===== config.mk =====
export PLATFORM = sky130hd
export DESIGN_NAME = sm3_hash_engine_unit_flat
export DESIGN_NICKNAME = d
export VERILOG_FILES = /design/src/sm3_pkg.sv /design/src/sm3_if.sv /design/src/sm3_hash_engine_unit.sv /design/src/sm3_ram.sv /design/src/sm3_datapath.sv /design/src/sm3_ctrl.sv /design/src/flat_wrapper.sv
export SDC_FILE = /design/constraint.sdc
export NUM_CORES = 2
export LEC_CHECK = 0
export ABC_CLOCK_PERIOD_IN_PS = 21400
export BUFFER_PORTS_ARGS = -buffer_cell sky130_fd_sc_hd__buf_4
export CORE_UTILIZATION = 45
export DETAILED_ROUTE_END_ITERATION = 8
export PLACE_DENSITY = 0.59
export SYNTH_ARGS = -nofsm -noshare
export SYNTH_HDL_FRONTEND = slang
export SYNTH_SLANG_ARGS = --single-unit

===== constraint.sdc =====
create_clock -name clock -period 21.4 [get_ports clock]
set_input_delay 2.14 -clock clock [delete_from_list [all_inputs] [get_ports clock]]
set_output_delay 2.14 -clock clock [all_outputs]
set_load 0.01 [all_outputs]

===== src/sm3_pkg.sv =====
// ----------------------------------------------------------------------------
// sm3_pkg
// Types, constants and round functions shared by the SM3 hash engine.
// ----------------------------------------------------------------------------
package sm3_pkg;

   localparam logic [31:0] IV_WORDS [8] = '{
      32'h7380166F, 32'h4914B2B9, 32'h172442D7, 32'hDA8A0600,
      32'hA96F30BC, 32'h163138AA, 32'hE38DEE4D, 32'hB0FB0E4E};
   localparam logic [31:0] T_LOW    = 32'h79CC4519;
   localparam logic [31:0] T_HIGH   = 32'h7A879D8A;
   localparam logic [7:0]  PAD_BYTE = 8'h80;

   typedef enum logic [2:0] {
      ST_IDLE, ST_LOAD, ST_ROUND, ST_FOLD, ST_EMIT
   } state_type;

   // fill source for the block buffer during padding
   typedef enum logic [1:0] {
      FILL_DATA, FILL_PAD, FILL_ZERO, FILL_LEN
   } fill_sel_type;

   typedef struct packed {
      logic         wr_en;      // write one byte to buffer
      logic [5:0]   wr_addr;
      fill_sel_type wr_sel;
      logic         load;       // latch block word into window, chain into regs
      logic [3:0]   load_idx;
      logic         rnd;        // run one round
      logic [5:0]   rnd_idx;
      logic         fold;       // xor work regs into chain value
      logic         reset_iv;   // return chain to IV
      logic         len_add;    // count one byte
      logic         len_clr;
   } cmd_type;

   function automatic logic [31:0] rotl(input logic [31:0] x, input logic [4:0] n);
      logic [63:0] d;
      d = {x, x} << n;
      return d[63:32];
   endfunction

   function automatic logic [31:0] perm0(input logic [31:0] x);
      return x ^ rotl(x, 5'd9) ^ rotl(x, 5'd17);
   endfunction

   function automatic logic [31:0] perm1(input logic [31:0] x);
      return x ^ rotl(x, 5'd15) ^ rotl(x, 5'd23);
   endfunction

endpackage


===== src/sm3_if.sv =====
// ----------------------------------------------------------------------------
// sm3_req_if / sm3_rsp_if
// Valid/ready channels for message bytes and digest words.
// ----------------------------------------------------------------------------
interface sm3_req_if;
   logic       valid;
   logic       ready;
   logic [7:0] data_byte;
   logic       byte_valid;
   logic       is_last;
   modport source (output valid, data_byte, byte_valid, is_last, input ready);
   modport sink   (input valid, data_byte, byte_valid, is_last, output ready);
endinterface

interface sm3_rsp_if;
   logic        valid;
   logic        ready;
   logic [31:0] digest_word;
   logic [2:0]  word_index;
   logic        last_word;
   modport source (output valid, digest_word, word_index, last_word, input ready);
   modport sink   (input valid, digest_word, word_index, last_word, output ready);
endinterface


===== src/sm3_hash_engine_unit.sv =====
// ----------------------------------------------------------------------------
// sm3_hash_engine_unit
// SM3 hash: bytes in with a last mark, eight digest words out.
// ----------------------------------------------------------------------------
// One byte is taken per cycle while a block fills. A full block is loaded
// into the message window, run through 64 rounds in the shared round
// datapath, then folded into the chain value. At the end of a message the pad
// sweep writes the remaining bytes of the block one per cycle, then one or two
// compressions run, then eight digest words leave one per accepted cycle.
module sm3_hash_engine_unit (
   input logic     clock,
   input logic     reset,
   sm3_req_if.sink   req,
   sm3_rsp_if.source rsp
);
   import sm3_pkg::*;

   cmd_type     cmd;
   logic [2:0]  out_idx;
   logic        rsp_valid;

   sm3_ctrl u_ctrl (
      .clock(clock), .reset(reset), .req(req), .rsp_ready(rsp.ready),
      .rsp_valid(rsp_valid), .out_idx(out_idx), .cmd(cmd)
   );

   sm3_datapath u_dp (
      .clock(clock), .reset(reset), .cmd(cmd), .data_byte(req.data_byte),
      .out_idx(out_idx), .out_word(rsp.digest_word)
   );

   assign rsp.valid      = rsp_valid;
   assign rsp.word_index = out_idx;
   assign rsp.last_word  = (out_idx == 3'd7);
endmodule


===== src/sm3_ram.sv =====
// ----------------------------------------------------------------------------
// sm3_ram
// Generic single-port write, single-port read RAM with registered read.
// ----------------------------------------------------------------------------
module sm3_ram #(
   parameter int WIDTH = 8,
   parameter int DEPTH = 64
) (
   input  logic                     clock,
   input  logic                     wr_en,
   input  logic [$clog2(DEPTH)-1:0] wr_addr,
   input  logic [WIDTH-1:0]         wr_data,
   input  logic [$clog2(DEPTH)-1:0] rd_addr,
   output logic [WIDTH-1:0]         rd_data
);
   logic [WIDTH-1:0] mem [DEPTH];

   always_ff @(posedge clock) begin
      if (wr_en) mem[wr_addr] <= wr_data;
      rd_data <= mem[rd_addr];
   end
endmodule


===== src/sm3_datapath.sv =====
// ----------------------------------------------------------------------------
// sm3_datapath
// Block buffer, length counter, message window, round registers, chain value.
// ----------------------------------------------------------------------------
module sm3_datapath (
   input  logic              clock,
   input  logic              reset,
   input  sm3_pkg::cmd_type  cmd,
   input  logic [7:0]        data_byte,
   input  logic [2:0]        out_idx,
   output logic [31:0]       out_word
);
   import sm3_pkg::*;

   logic [31:0] word_rd;
   logic [7:0]  wr_data;
   logic [63:0] bits_ff, bits_in;
   logic [31:0] chain_ff [8];
   logic [31:0] r_ff [8];
   logic [31:0] w_ff [16];
   logic [2:0]  len_byte;

   // buffer held as 16 words of 4 bytes; each byte lane is one RAM
   logic [7:0] lane_rd [4];
   genvar g;
   for (g = 0; g < 4; g++) begin : g_lane
      sm3_ram #(.WIDTH(8), .DEPTH(16)) u_ram (
         .clock  (clock),
         .wr_en  (cmd.wr_en && cmd.wr_addr[1:0] == 2'(g)),
         .wr_addr(cmd.wr_addr[5:2]),
         .wr_data(wr_data),
         .rd_addr(cmd.load_idx),
         .rd_data(lane_rd[g])
      );
   end
   assign word_rd = {lane_rd[0], lane_rd[1], lane_rd[2], lane_rd[3]};

   assign len_byte = 3'(7 - int'(cmd.wr_addr[2:0]));
   always_comb begin
      case (cmd.wr_sel)
         FILL_DATA: wr_data = data_byte;
         FILL_PAD:  wr_data = PAD_BYTE;
         FILL_ZERO: wr_data = 8'h00;
         FILL_LEN:  wr_data = bits_ff[{len_byte, 3'b000} +: 8];
         default:   wr_data = 8'h00;
      endcase
   end

   assign bits_in = cmd.len_clr ? 64'd0 : bits_ff + 64'd8;
   always_ff @(posedge clock) begin
      if (reset) bits_ff <= '0;
      else if (cmd.len_add || cmd.len_clr) bits_ff <= bits_in;
   end

   // round logic
   logic [3:0]  j0;
   logic [31:0] a12, ss1, ss2, ff, gg, tt1, tt2, nw, tj, wj, wj4;
   assign j0  = cmd.rnd_idx[3:0];
   assign wj  = w_ff[j0];
   assign wj4 = w_ff[4'(j0 + 4'd4)];
   assign a12 = rotl(r_ff[0], 5'd12);
   assign tj  = rotl((cmd.rnd_idx < 6'd16) ? T_LOW : T_HIGH, cmd.rnd_idx[4:0]);
   assign ss1 = rotl(a12 + r_ff[4] + tj, 5'd7);
   assign ss2 = ss1 ^ a12;
   always_comb begin
      if (cmd.rnd_idx < 6'd16) begin
         ff = r_ff[0] ^ r_ff[1] ^ r_ff[2];
         gg = r_ff[4] ^ r_ff[5] ^ r_ff[6];
      end else begin
         ff = (r_ff[0] & r_ff[1]) | (r_ff[0] & r_ff[2]) | (r_ff[1] & r_ff[2]);
         gg = (r_ff[4] & r_ff[5]) | (~r_ff[4] & r_ff[6]);
      end
   end
   assign tt1 = ff + r_ff[3] + ss2 + (wj ^ wj4);
   assign tt2 = gg + r_ff[7] + ss1 + wj;
   assign nw  = perm1(wj ^ w_ff[4'(j0 + 4'd7)] ^ rotl(w_ff[4'(j0 + 4'd13)], 5'd15))
              ^ rotl(w_ff[4'(j0 + 4'd3)], 5'd7) ^ w_ff[4'(j0 + 4'd10)];

   // window load writes the registered RAM read word in the cycle after the read
   logic       load_q_ff;
   logic [3:0] load_idx_q_ff;
   always_ff @(posedge clock) begin
      if (reset) load_q_ff <= 1'b0;
      else load_q_ff <= cmd.load;
      load_idx_q_ff <= cmd.load_idx;
   end

   always_ff @(posedge clock) begin
      if (load_q_ff) w_ff[load_idx_q_ff] <= word_rd;
      else if (cmd.rnd) w_ff[j0] <= nw;
      if (cmd.load) r_ff <= chain_ff;
      else if (cmd.rnd) begin
         r_ff[3] <= r_ff[2];
         r_ff[2] <= rotl(r_ff[1], 5'd9);
         r_ff[1] <= r_ff[0];
         r_ff[0] <= tt1;
         r_ff[7] <= r_ff[6];
         r_ff[6] <= rotl(r_ff[5], 5'd19);
         r_ff[5] <= r_ff[4];
         r_ff[4] <= perm0(tt2);
      end
   end

   always_ff @(posedge clock) begin
      if (reset || cmd.reset_iv) chain_ff <= IV_WORDS;
      else if (cmd.fold)
         for (int k = 0; k < 8; k++) chain_ff[k] <= chain_ff[k] ^ r_ff[k];
   end

   assign out_word = chain_ff[out_idx];
endmodule


===== src/sm3_ctrl.sv =====
// ----------------------------------------------------------------------------
// sm3_ctrl
// Sequencer: byte intake, padding, block compression and digest output.
// ----------------------------------------------------------------------------
module sm3_ctrl (
   input  logic             clock,
   input  logic             reset,
   sm3_req_if.sink          req,
   input  logic             rsp_ready,
   output logic             rsp_valid,
   output logic [2:0]       out_idx,
   output sm3_pkg::cmd_type cmd
);
   import sm3_pkg::*;

   state_type   state_ff, state_in;
   logic [6:0]  fill_ff, fill_in;     // next buffer write position
   logic        pad_ff, pad_in;       // padding in progress
   logic        padb_ff, padb_in;     // pad byte still to write
   logic        lenph_ff, lenph_in;   // final block gets length
   logic [4:0]  cnt_ff, cnt_in;       // load counter
   logic [5:0]  rnd_ff, rnd_in;
   logic [2:0]  oidx_ff, oidx_in;
   logic        accept;

   assign accept  = req.valid && req.ready;
   assign out_idx = oidx_ff;
   assign rsp_valid = (state_ff == ST_EMIT);

   // next state
   always_comb begin
      state_in = state_ff;
      fill_in  = fill_ff;
      pad_in   = pad_ff;
      padb_in  = padb_ff;
      lenph_in = lenph_ff;
      cnt_in   = cnt_ff;
      rnd_in   = rnd_ff;
      oidx_in  = oidx_ff;
      case (state_ff)
         ST_IDLE: begin
            if (pad_ff) begin
               // padding sweep: one byte a cycle up to end of block
               if (fill_ff == 7'd64) begin
                  state_in = ST_LOAD; cnt_in = '0;
               end else begin
                  fill_in = fill_ff + 7'd1;
                  padb_in = 1'b0;
               end
            end else if (accept) begin
               if (req.byte_valid) begin
                  fill_in = fill_ff + 7'd1;
                  if (req.is_last) begin
                     pad_in = 1'b1;
                     padb_in = 1'b1;
                     fill_in = fill_ff + 7'd1;
                     lenph_in = (fill_ff + 7'd1 <= 7'd55);
                  end else if (fill_ff == 7'd63) begin
                     state_in = ST_LOAD; cnt_in = '0;
                  end
               end else if (req.is_last) begin
                  pad_in = 1'b1;
                  padb_in = 1'b1;
                  lenph_in = (fill_ff <= 7'd55);
               end
            end
         end
         ST_LOAD: begin
            cnt_in = cnt_ff + 5'd1;
            if (cnt_ff == 5'd16) begin
               state_in = ST_ROUND; rnd_in = '0;
            end
         end
         ST_ROUND: begin
            rnd_in = rnd_ff + 6'd1;
            if (rnd_ff == 6'd63) state_in = ST_FOLD;
         end
         ST_FOLD: begin
            fill_in = '0;
            state_in = ST_IDLE;
            if (pad_ff) begin
               if (lenph_ff) begin
                  state_in = ST_EMIT; oidx_in = '0; pad_in = 1'b0;
               end else lenph_in = 1'b1;
            end
         end
         ST_EMIT: begin
            if (rsp_ready) begin
               oidx_in = oidx_ff + 3'd1;
               if (oidx_ff == 3'd7) state_in = ST_IDLE;
            end
         end
         default: state_in = ST_IDLE;
      endcase
   end

   // outputs
   always_comb begin
      cmd = '0;
      cmd.wr_sel   = FILL_DATA;
      cmd.wr_addr  = fill_ff[5:0];
      cmd.load_idx = cnt_ff[3:0];
      cmd.rnd_idx  = rnd_ff;
      req.ready    = 1'b0;
      case (state_ff)
         ST_IDLE: begin
            if (pad_ff) begin
               cmd.wr_en = (fill_ff != 7'd64);
               if (padb_ff) cmd.wr_sel = FILL_PAD;
               else if (lenph_ff && fill_ff >= 7'd56) cmd.wr_sel = FILL_LEN;
               else cmd.wr_sel = FILL_ZERO;
            end else begin
               req.ready = 1'b1;
               if (accept) begin
                  cmd.wr_en   = 1'b1;
                  cmd.len_add = req.byte_valid;
                  if (req.byte_valid) cmd.wr_sel = FILL_DATA;
                  else cmd.wr_sel = FILL_PAD;
               end
            end
         end
         ST_LOAD: begin
            cmd.load = (cnt_ff != 5'd16);
         end
         ST_ROUND: cmd.rnd  = 1'b1;
         ST_FOLD:  cmd.fold = 1'b1;
         ST_EMIT: begin
            if (rsp_ready && oidx_ff == 3'd7) begin
               cmd.reset_iv = 1'b1;
               cmd.len_clr  = 1'b1;
            end
         end
         default: ;
      endcase
   end

   always_ff @(posedge clock) begin
      if (reset) begin
         state_ff <= ST_IDLE; fill_ff <= '0; pad_ff <= 1'b0; lenph_ff <= 1'b0;
         cnt_ff <= '0; rnd_ff <= '0; oidx_ff <= '0; padb_ff <= 1'b0;
      end else begin
         state_ff <= state_in; fill_ff <= fill_in; pad_ff <= pad_in;
         lenph_ff <= lenph_in; cnt_ff <= cnt_in; rnd_ff <= rnd_in;
         oidx_ff <= oidx_in; padb_ff <= padb_in;
      end
   end

   property p_rsp_hold;
      @(posedge clock) disable iff (reset) rsp_valid && !rsp_ready |=> rsp_valid;
   endproperty
   a_rsp_hold: assert property (p_rsp_hold) else $error("rsp dropped");
   a_no_ready_busy: assert property (@(posedge clock) disable iff (reset)
      state_ff != ST_IDLE |-> !req.ready) else $error("ready while busy");
   a_round_end: assert property (@(posedge clock) disable iff (reset)
      state_ff == ST_ROUND && rnd_ff == 6'd63 |=> state_ff == ST_FOLD)
      else $error("round count");
endmodule


===== src/flat_wrapper.sv =====
// flat-port wrapper written by rule: the top's interface ports become plain ports
module sm3_hash_engine_unit_flat import sm3_pkg::*;
  (clock, reset, req_valid, req_data_byte, req_byte_valid, req_is_last, req_ready, rsp_valid, rsp_digest_word, rsp_word_index, rsp_last_word, rsp_ready);
  sm3_req_if req_i ();
  sm3_rsp_if rsp_i ();
  input logic clock;
  input logic reset;
  input wire logic [$bits(req_i.valid)-1:0] req_valid;
  input wire logic [$bits(req_i.data_byte)-1:0] req_data_byte;
  input wire logic [$bits(req_i.byte_valid)-1:0] req_byte_valid;
  input wire logic [$bits(req_i.is_last)-1:0] req_is_last;
  output wire logic [$bits(req_i.ready)-1:0] req_ready;
  output wire logic [$bits(rsp_i.valid)-1:0] rsp_valid;
  output wire logic [$bits(rsp_i.digest_word)-1:0] rsp_digest_word;
  output wire logic [$bits(rsp_i.word_index)-1:0] rsp_word_index;
  output wire logic [$bits(rsp_i.last_word)-1:0] rsp_last_word;
  input wire logic [$bits(rsp_i.ready)-1:0] rsp_ready;
  assign req_i.valid = req_valid;
  assign req_i.data_byte = req_data_byte;
  assign req_i.byte_valid = req_byte_valid;
  assign req_i.is_last = req_is_last;
  assign req_ready = req_i.ready;
  assign rsp_valid = rsp_i.valid;
  assign rsp_digest_word = rsp_i.digest_word;
  assign rsp_word_index = rsp_i.word_index;
  assign rsp_last_word = rsp_i.last_word;
  assign rsp_i.ready = rsp_ready;
  sm3_hash_engine_unit u_core (.clock(clock), .reset(reset), .req(req_i), .rsp(rsp_i));
endmodule

## Yosys cells after proc, flatten, opt, wreduce, memory -nomap -nowiden

Memories as Yosys holds them, arrays and structs flattened. A register that Yosys moved wholly into a read port is not among the register bits.
Index checks and enable logic that the tools add are counted.

- Memories: 5
- Bits in read-only memories: 0
- Bits in writable memories: 1024
- Output and inout bits: 38
- Register bits after elaboration: 608
- Input port bits: 14
- Logic and storage cells: 245
- Bits in latches: 0

Memory list:

| name | depth | bits a word | rd ports | clocked after memory_dff | wr ports | line | source |
|---|---|---|---|---|---|---|---|
| u_core.u_dp.w_ff | 16 | 32 | 6 | 1 | 1 | sm3_datapath.sv:20 | `logic [31:0] w_ff [16];` |
| u_core.u_dp.g_lane[0].u_ram.mem | 16 | 8 | 1 | 1 | 1 | sm3_ram.sv:16 | `logic [WIDTH-1:0] mem [DEPTH];` |
| u_core.u_dp.g_lane[1].u_ram.mem | 16 | 8 | 1 | 1 | 1 | sm3_ram.sv:16 |  |
| u_core.u_dp.g_lane[2].u_ram.mem | 16 | 8 | 1 | 1 | 1 | sm3_ram.sv:16 |  |
| u_core.u_dp.g_lane[3].u_ram.mem | 16 | 8 | 1 | 1 | 1 | sm3_ram.sv:16 |  |

- Divide/modulo/power cells: 0
- Add/sub/neg operators: 19
- Equal/unequal tests: 33
- Reductions and logical operators: 27
- Bitwise operators: 32
- Shift operators: 2
- Multiplexer cells: 95
- Multipliers: 0
- $lt $le $gt $ge: 5

Operators with widths:

| kind | number |
|---|---|
| $xor 32x32->32 | 22 |
| $mux 256 | 2 |
| $add 32x32->32 | 8 |
| $and 32x32->32 | 5 |
| $mux 32 | 5 |
| $bmux 32 s3 | 1 |
| $or 32x32->32 | 3 |
| $add 64x4->64 const B | 1 |
| $mux 64 | 1 |
| $shiftx 64x7->8 | 1 |
| $shl 63x5->64 | 1 |
| $mux 3 | 15 |
| $mux 1 | 44 |
| $not 32->32 | 1 |
| $pmux 8 s4 | 1 |
| $reduce_or 32->1 | 1 |
| $mux 5 | 6 |
| $mux 7 | 4 |
| $mux 26 | 1 |
| $ne 3x3->1 const B | 6 |
| $ne 2x2->1 const B | 8 |
| $pmux 3 s5 | 1 |
| $le 7x6->1 const B | 2 |
| $pmux 7 s2 | 1 |
| other kinds (41) | 72 |

## Logic depth before layout (Yosys ltp)

- Depth after elaboration: 11
- Depth in mapped cells: 40

## Hierarchy

A second synthesis with hierarchy kept.

- Cells, all modules: 6987
- Area, all modules: 95648.0 um2

Modules (own cells, without submodules):

| module | area an instance (um2) | times used | cells each |
|---|---|---|---|
| sm3_datapath | 73360.4 | 1 | 5856 |
| sm3_ram | 5147.4 | 4 | 229 |
| sm3_ctrl | 1691.6 | 1 | 214 |
| sm3_hash_engine_unit | 6.3 | 1 | 1 |

## Least setup slack after synthesis

No wires, ideal clock.

- Kind: reg-to-reg
- Start: register u_core.u_ctrl.rnd_ff[4]
- End: register u_core.u_dp.r_ff[102] (netlist bit) (data pin)
- Clock period less this slack: 8.971 ns
- Path buffers: 4
- Data arrival time: 8.818 ns
- Slack: 12.429 ns
- Cell stages (with the launch flop): 39
- Data required time: 21.248 ns
- Cell sequence: dfxtp_1 nor2_1 inv_1 clkbuf_1 clkbuf_1 clkbuf_1 buf_1 ha_1 or2_2 nor2_1 a21oi_1 mux2i_1 mux2i_1 fa_1 inv_1 ha_1 inv_1 fa_1 (+3 left out) a311o_1 a21oi_1 a2111o_1 a31o_2 a21oi_1 xnor2_1 fa_1 fa_1 inv_1 ha_1 or3_1 o311ai_1 o21a_1 o31ai_1 o41ai_1 xnor2_1 xnor3_1 o21ai_0

- Longest elaborated chain between the ends: 10
- Elaborated cells between the ends (all ways): 12

RTL lines:

| element | line | source |
|---|---|---|
| start, declared | sm3_ctrl.sv:22 | `logic [5:0] rnd_ff, rnd_in;` |
| start signal, assigned | sm3_ctrl.sv:143 | `lenph_ff <= lenph_in; cnt_ff <= cnt_in; rnd_ff <= rnd_in;` |
| $lt 6x5->1 | sm3_datapath.sv:62, sm3_datapath.sv:66 |  |
| $mux 26 | sm3_datapath.sv:62 | `assign tj = rotl((cmd.rnd_idx < 6'd16) ? T_LOW : T_HIGH, cmd.rnd_idx[4:0]);` |
| $shl 63x5->64 | sm3_pkg.sv:39 | `d = {x, x} << n;` |
| $add 32x32->32 | sm3_datapath.sv:63 | `assign ss1 = rotl(a12 + r_ff[4] + tj, 5'd7);` |
| $add 32x32->32 (*) (2 in a row) | sm3_datapath.sv:75 | `assign tt2 = gg + r_ff[7] + ss1 + wj;` |
| $xor 32x32->32 | sm3_pkg.sv:44 | `return x ^ rotl(x, 5'd9) ^ rotl(x, 5'd17);` |
| $xor 32x32->32 (*) | sm3_pkg.sv:44 |  |
| $mux 256 (*) | sm3_datapath.sv:92 | `else if (cmd.rnd) begin` |
| $mux 256 (*) | sm3_datapath.sv:91 | `if (cmd.load) r_ff <= chain_ff;` |
| end signal, assigned | sm3_datapath.sv:91 |  |
| end, declared | sm3_datapath.sv:19 | `logic [31:0] r_ff [8];` |

Every way passes the cells marked *; elsewhere a longest branch is shown, timed or not. The select of a mux whose other input is x is not followed.
A chain may end at the register's enable or synchronous reset.

## Worst setup path in the final report

- Start: register u_core.u_ctrl.rnd_ff[4]
- End: register u_core.u_dp.r_ff, in the netlist u_core.u_dp.a12[9] (data pin)

- Longest elaborated chain between the ends: 9
- Elaborated cells between the ends (all ways): 11

RTL lines:

| element | line | source |
|---|---|---|
| $lt 6x5->1 | sm3_datapath.sv:62, sm3_datapath.sv:66 |  |
| $mux 26 | sm3_datapath.sv:62 |  |
| $shl 63x5->64 | sm3_pkg.sv:39 |  |
| $add 32x32->32 | sm3_datapath.sv:63 |  |
| $xor 32x32->32 | sm3_datapath.sv:64 | `assign ss2 = ss1 ^ a12;` |
| $add 32x32->32 (*) (2 in a row) | sm3_datapath.sv:74 | `assign tt1 = ff + r_ff[3] + ss2 + (wj ^ wj4);` |
| $mux 256 (*) | sm3_datapath.sv:92 |  |
| $mux 256 (*) | sm3_datapath.sv:91 |  |

Marks and branches as above.

==> results.md <==
* Outcome: finished, final reports clean
* Drc violations at 0
* Simple-Gate Fraction of Synth Area at 0.0811
* Commonest non-fill, non-tap cells in the layout: edfxtp_1, mux4_2, nand2_1
* CTS Buf Count at 185
* Required @ worst endpoint at ~22 ns
* MaxCap Viol Count at 0
* Post-synthesis xor/xnor area fraction at 0.0585
* Delay of the slowest critical-path stage at 1.01 ns
* Fmax at 0.0954 GHz
* WP data arrival at 11.04 ns
* Worst Setup SP: u_core.u_ctrl.rnd_ff[4]
* Initial DRT Pass Iterations at 6
* Largest family of logic cells by synthesized area: multiplexers
* GRT Overall Usage at 0.294
* CP endpoint: u_core.u_dp.a12[9]
* First-pass GRT wire length at between 400 and 500 mm
* Fraction of layout cells with a size suffix above 1 at 0.229
* Initial antenna violation count at 7
* # hold bufs at CTS at 0
* Multi-input logic area at about 50000 µm²
* Clock buffer depth at 3
* Crit path time final at ~10 ns
* Reg-to-Reg Start: u_core.u_ctrl.rnd_ff[4]
* Slew @ Worst Pin at 1.26 ns
* Adder-Cell Fraction of Synth Area at 0.0528
* Overflow after GRT at 0
* Multiplexer share of the synthesized area at 0.256
* Final setup viols at 0
* Fin. max-slew vios at 0
* Yosys cell types at between 80 and 90
* Yosys warns at 0
* Area grow syn2layout at 9.53%
* Final core utilization at 0.496
* H-Tree Depth at 4
* CTS root buf: clkbuf_16
* Die X-Extent at 470 µm
* Largest net degree at the start of global routing at roughly 150
* Clock sinks at 1665
* R2R cell count at 34
* Post-synthesis sequential area ratio at 0.469
* Fillers at 18400
* # nets final at 7422
* Levels on crit path at 34
* CP max-delay cell: dfxtp_2
* Crit Path Class: register to register
* Vias per inst at 6.46
* Clk slew on worst S/H paths at ~0.06 ns
* Mapped cell area at 98400 µm²
* GPL Wtd Cong at slightly below 1
* CTS tree: yes
* Worst path bufs/invs at 3
* Final setup TNS at 0 ns
* Vias in the first global route at 63000
* Starting Density at 0.453
* Worst path top cell family by delay: compound AO/OA/AOI/OAI gates
* Final period utilization at 0.490
* CP Capture Type: register
* Register area at 46200 µm²
* Flop2flop setup slack at 10.92 ns
* Vert. Die Dim at roughly 470 µm
* Post-CTS Resized at 0
* Detail Route Antenna Nets at 0
* Final cell count without fillers at 10100
* Clock latency at the later pin of the worst-skew pair at 0.88 ns
* Endpoint of the worst-slack reg-to-reg timing path: u_core.u_dp.a12[9]
* IO buf count at a little over 50
* RSZ-0062 raised after global routing: no
* Drt wl/cell at around 32 µm
* Syn_area_per_cell at approximately 14 µm²
* Net Count, Synth at between 7000 and 8000
* Post-detail-place hpwl at ~220 mm
* # Post-CTS Setup Buffers at 0
* Worst rel slew slack at 0.148
* Startpoint Class: register
* Hold violation count in the final report at 0
* DRT Wirelength at 325 mm
* Crit path top cell by count: fa_1
* Compound-gate portion of the synthesized area at 0.0514
* Number of DRC markers in iteration 0 at around 9400
* Inst Count DP at between 9000 and 10000
* Final Skew at 0.0587 ns
* Core area at approximately 220000 µm²
* Commonest non-fill, non-tap cell in the layout: edfxtp_1
* Die area at about 220000 µm²
* Cells after Synth at approximately 7200
* Post-synth EDFFs at around 1300
* Worst-path maximum fanout at 75
* Fraction of registers with async set/reset at 0
* Synth Register Bits at ~1700
* Min-Delay Path Class: register to register
* Predominant post-synthesis flop cell: edfxtp_1
* Top-Level Pins at 52
* Vias at around 65000
* Row cnt at ~170
cells by family (layout without fill, tap and decap cells):
kind of cell	count (synthesis)	count (layout)
and+or+nand+nor	1866	1866
DFF	1665	1665
muxes	1173	1173
AOI/OAI and AO/OA	887	887
buffers and inverters	725	759
xor gates and xnor gates	609	609
adders and majority gates	303	303
other	0	4
how the worst min path moves through the flow:
stage                            start                            to  slack (ns)  cells after the start
2_1_floorplan  u_core.u_ctrl.cnt_ff[2]  u_core.u_dp.load_idx_q_ff[2]        0.33                      0
3_3_place_gp     u_core.u_ctrl.padb_ff         u_core.u_ctrl.padb_ff        0.45                      2
6_report         u_core.u_ctrl.padb_ff         u_core.u_ctrl.padb_ff        0.47                      2
4_1_cts          u_core.u_ctrl.padb_ff         u_core.u_ctrl.padb_ff        0.48                      2
5_1_grt          u_core.u_ctrl.padb_ff         u_core.u_ctrl.padb_ff        0.51                      2
3_5_place_dp     u_core.u_ctrl.padb_ff         u_core.u_ctrl.padb_ff        0.47                      2
state kept, by name, indices dropped and copies added (netlist names), 3 cells and up, named ones only:
name	count
u_core.u_dp.g_lane.u_ram.mem	512
u_core.u_dp.w_ff	512
u_core.u_dp.chain_ff	256
u_core.u_dp.r_ff	224
u_core.u_dp.bits_ff	61
u_core.u_dp.a12	32
u_core.u_dp.g_lane.u_ram.rd_data	32
u_core.u_ctrl.fill_ff	7
u_core.u_ctrl.rnd_ff	6
u_core.u_ctrl.cnt_ff	5
u_core.u_dp.load_idx_q_ff	4
u_core.u_ctrl.out_idx	3
u_core.u_ctrl.state_ff	3
per-layer routing:
metal / vias to the layer above / share of wire / global-route usage
met4: 2 / 0.055 / 0.143
met5: - / 0.000043 / 0
met2: 3633 / 0.47 / 0.459
li1: 27300 / - / -
met3: 588 / 0.092 / 0.0646
met1: 33900 / 0.38 / 0.389
Yosys cell counts, types with 6 or more instances:
cell	instances	area [µm²]
mux2_2	63	709
o21bai_1	7	52.6
and2_1	9	56.3
nand3b_1	6	45.0
ha_1	114	1430
a211oi_1	25	188
mux2i_1	41	410
edfxtp_1	1280	38400
buf_2	96	480
a21oi_1	322	1610
nand2b_1	22	138
nor3_1	62	310
a311oi_1	7	61.3
buf_4	12	90.1
o31ai_1	12	90.1
xnor2_2	31	504
nand3_1	72	360
clkbuf_1	263	987
buf_1	59	221
o21ai_1	36	180
fa_1	188	3760
nor2b_1	25	156
xnor3_1	10	225
mux4_2	1068	24100
buf_6	26	293
nand4_1	16	100
o211ai_1	11	82.6
and4_1	10	87.6
xor2_1	282	2470
a31oi_1	36	225
o22ai_1	9	56.3
o21a_1	17	128
o21ai_0	302	1510
inv_1	264	991
xnor2_1	282	2470
dfxtp_1	385	7710
a31o_2	6	52.6
nand2_1	980	3680
nor2_1	472	1770
and3_1	147	920
a21o_1	42	315
or3_1	16	100
tightest hold or removal path, delay by kind of cell, from the launching register on:
kind / cells / cell delay (ns)
flip-flops: 1 / 0.31
buffers and inverters: 1 / 0.06
AO/OA/AOI/OAI: 1 / 0.06
metrics by stage:
stage / hold slack [ns] / cell area [µm²] / setup slack (ns)
2_1_floorplan: 0.329 / 98400 / 12.43
3_3_place_gp: 0.453 / 102000 / 11.08
3_5_place_dp: 0.469 / 102000 / 11.04
4_1_cts: 0.478 / 108000 / 10.98
5_1_grt: 0.506 / 108000 / 10.03
6_report: 0.473 / 108000 / 10.92
final cells by class:
type / instances / share of cell area
multi-input combinational: 4838 / 0.460
clock buffer: 258 / 0.0474
sequential: 1665 / 0.428
tap: 2854 / 0.0331
clock inverter: 85 / 0.0106
inverter: 269 / 0.00944
antenna: 4 / 0.0000929
timing repair buffer: 147 / 0.0112
Power is not shown: default switching activity piles up to over one toggle a cycle in this logic, so the estimate is an artifact.
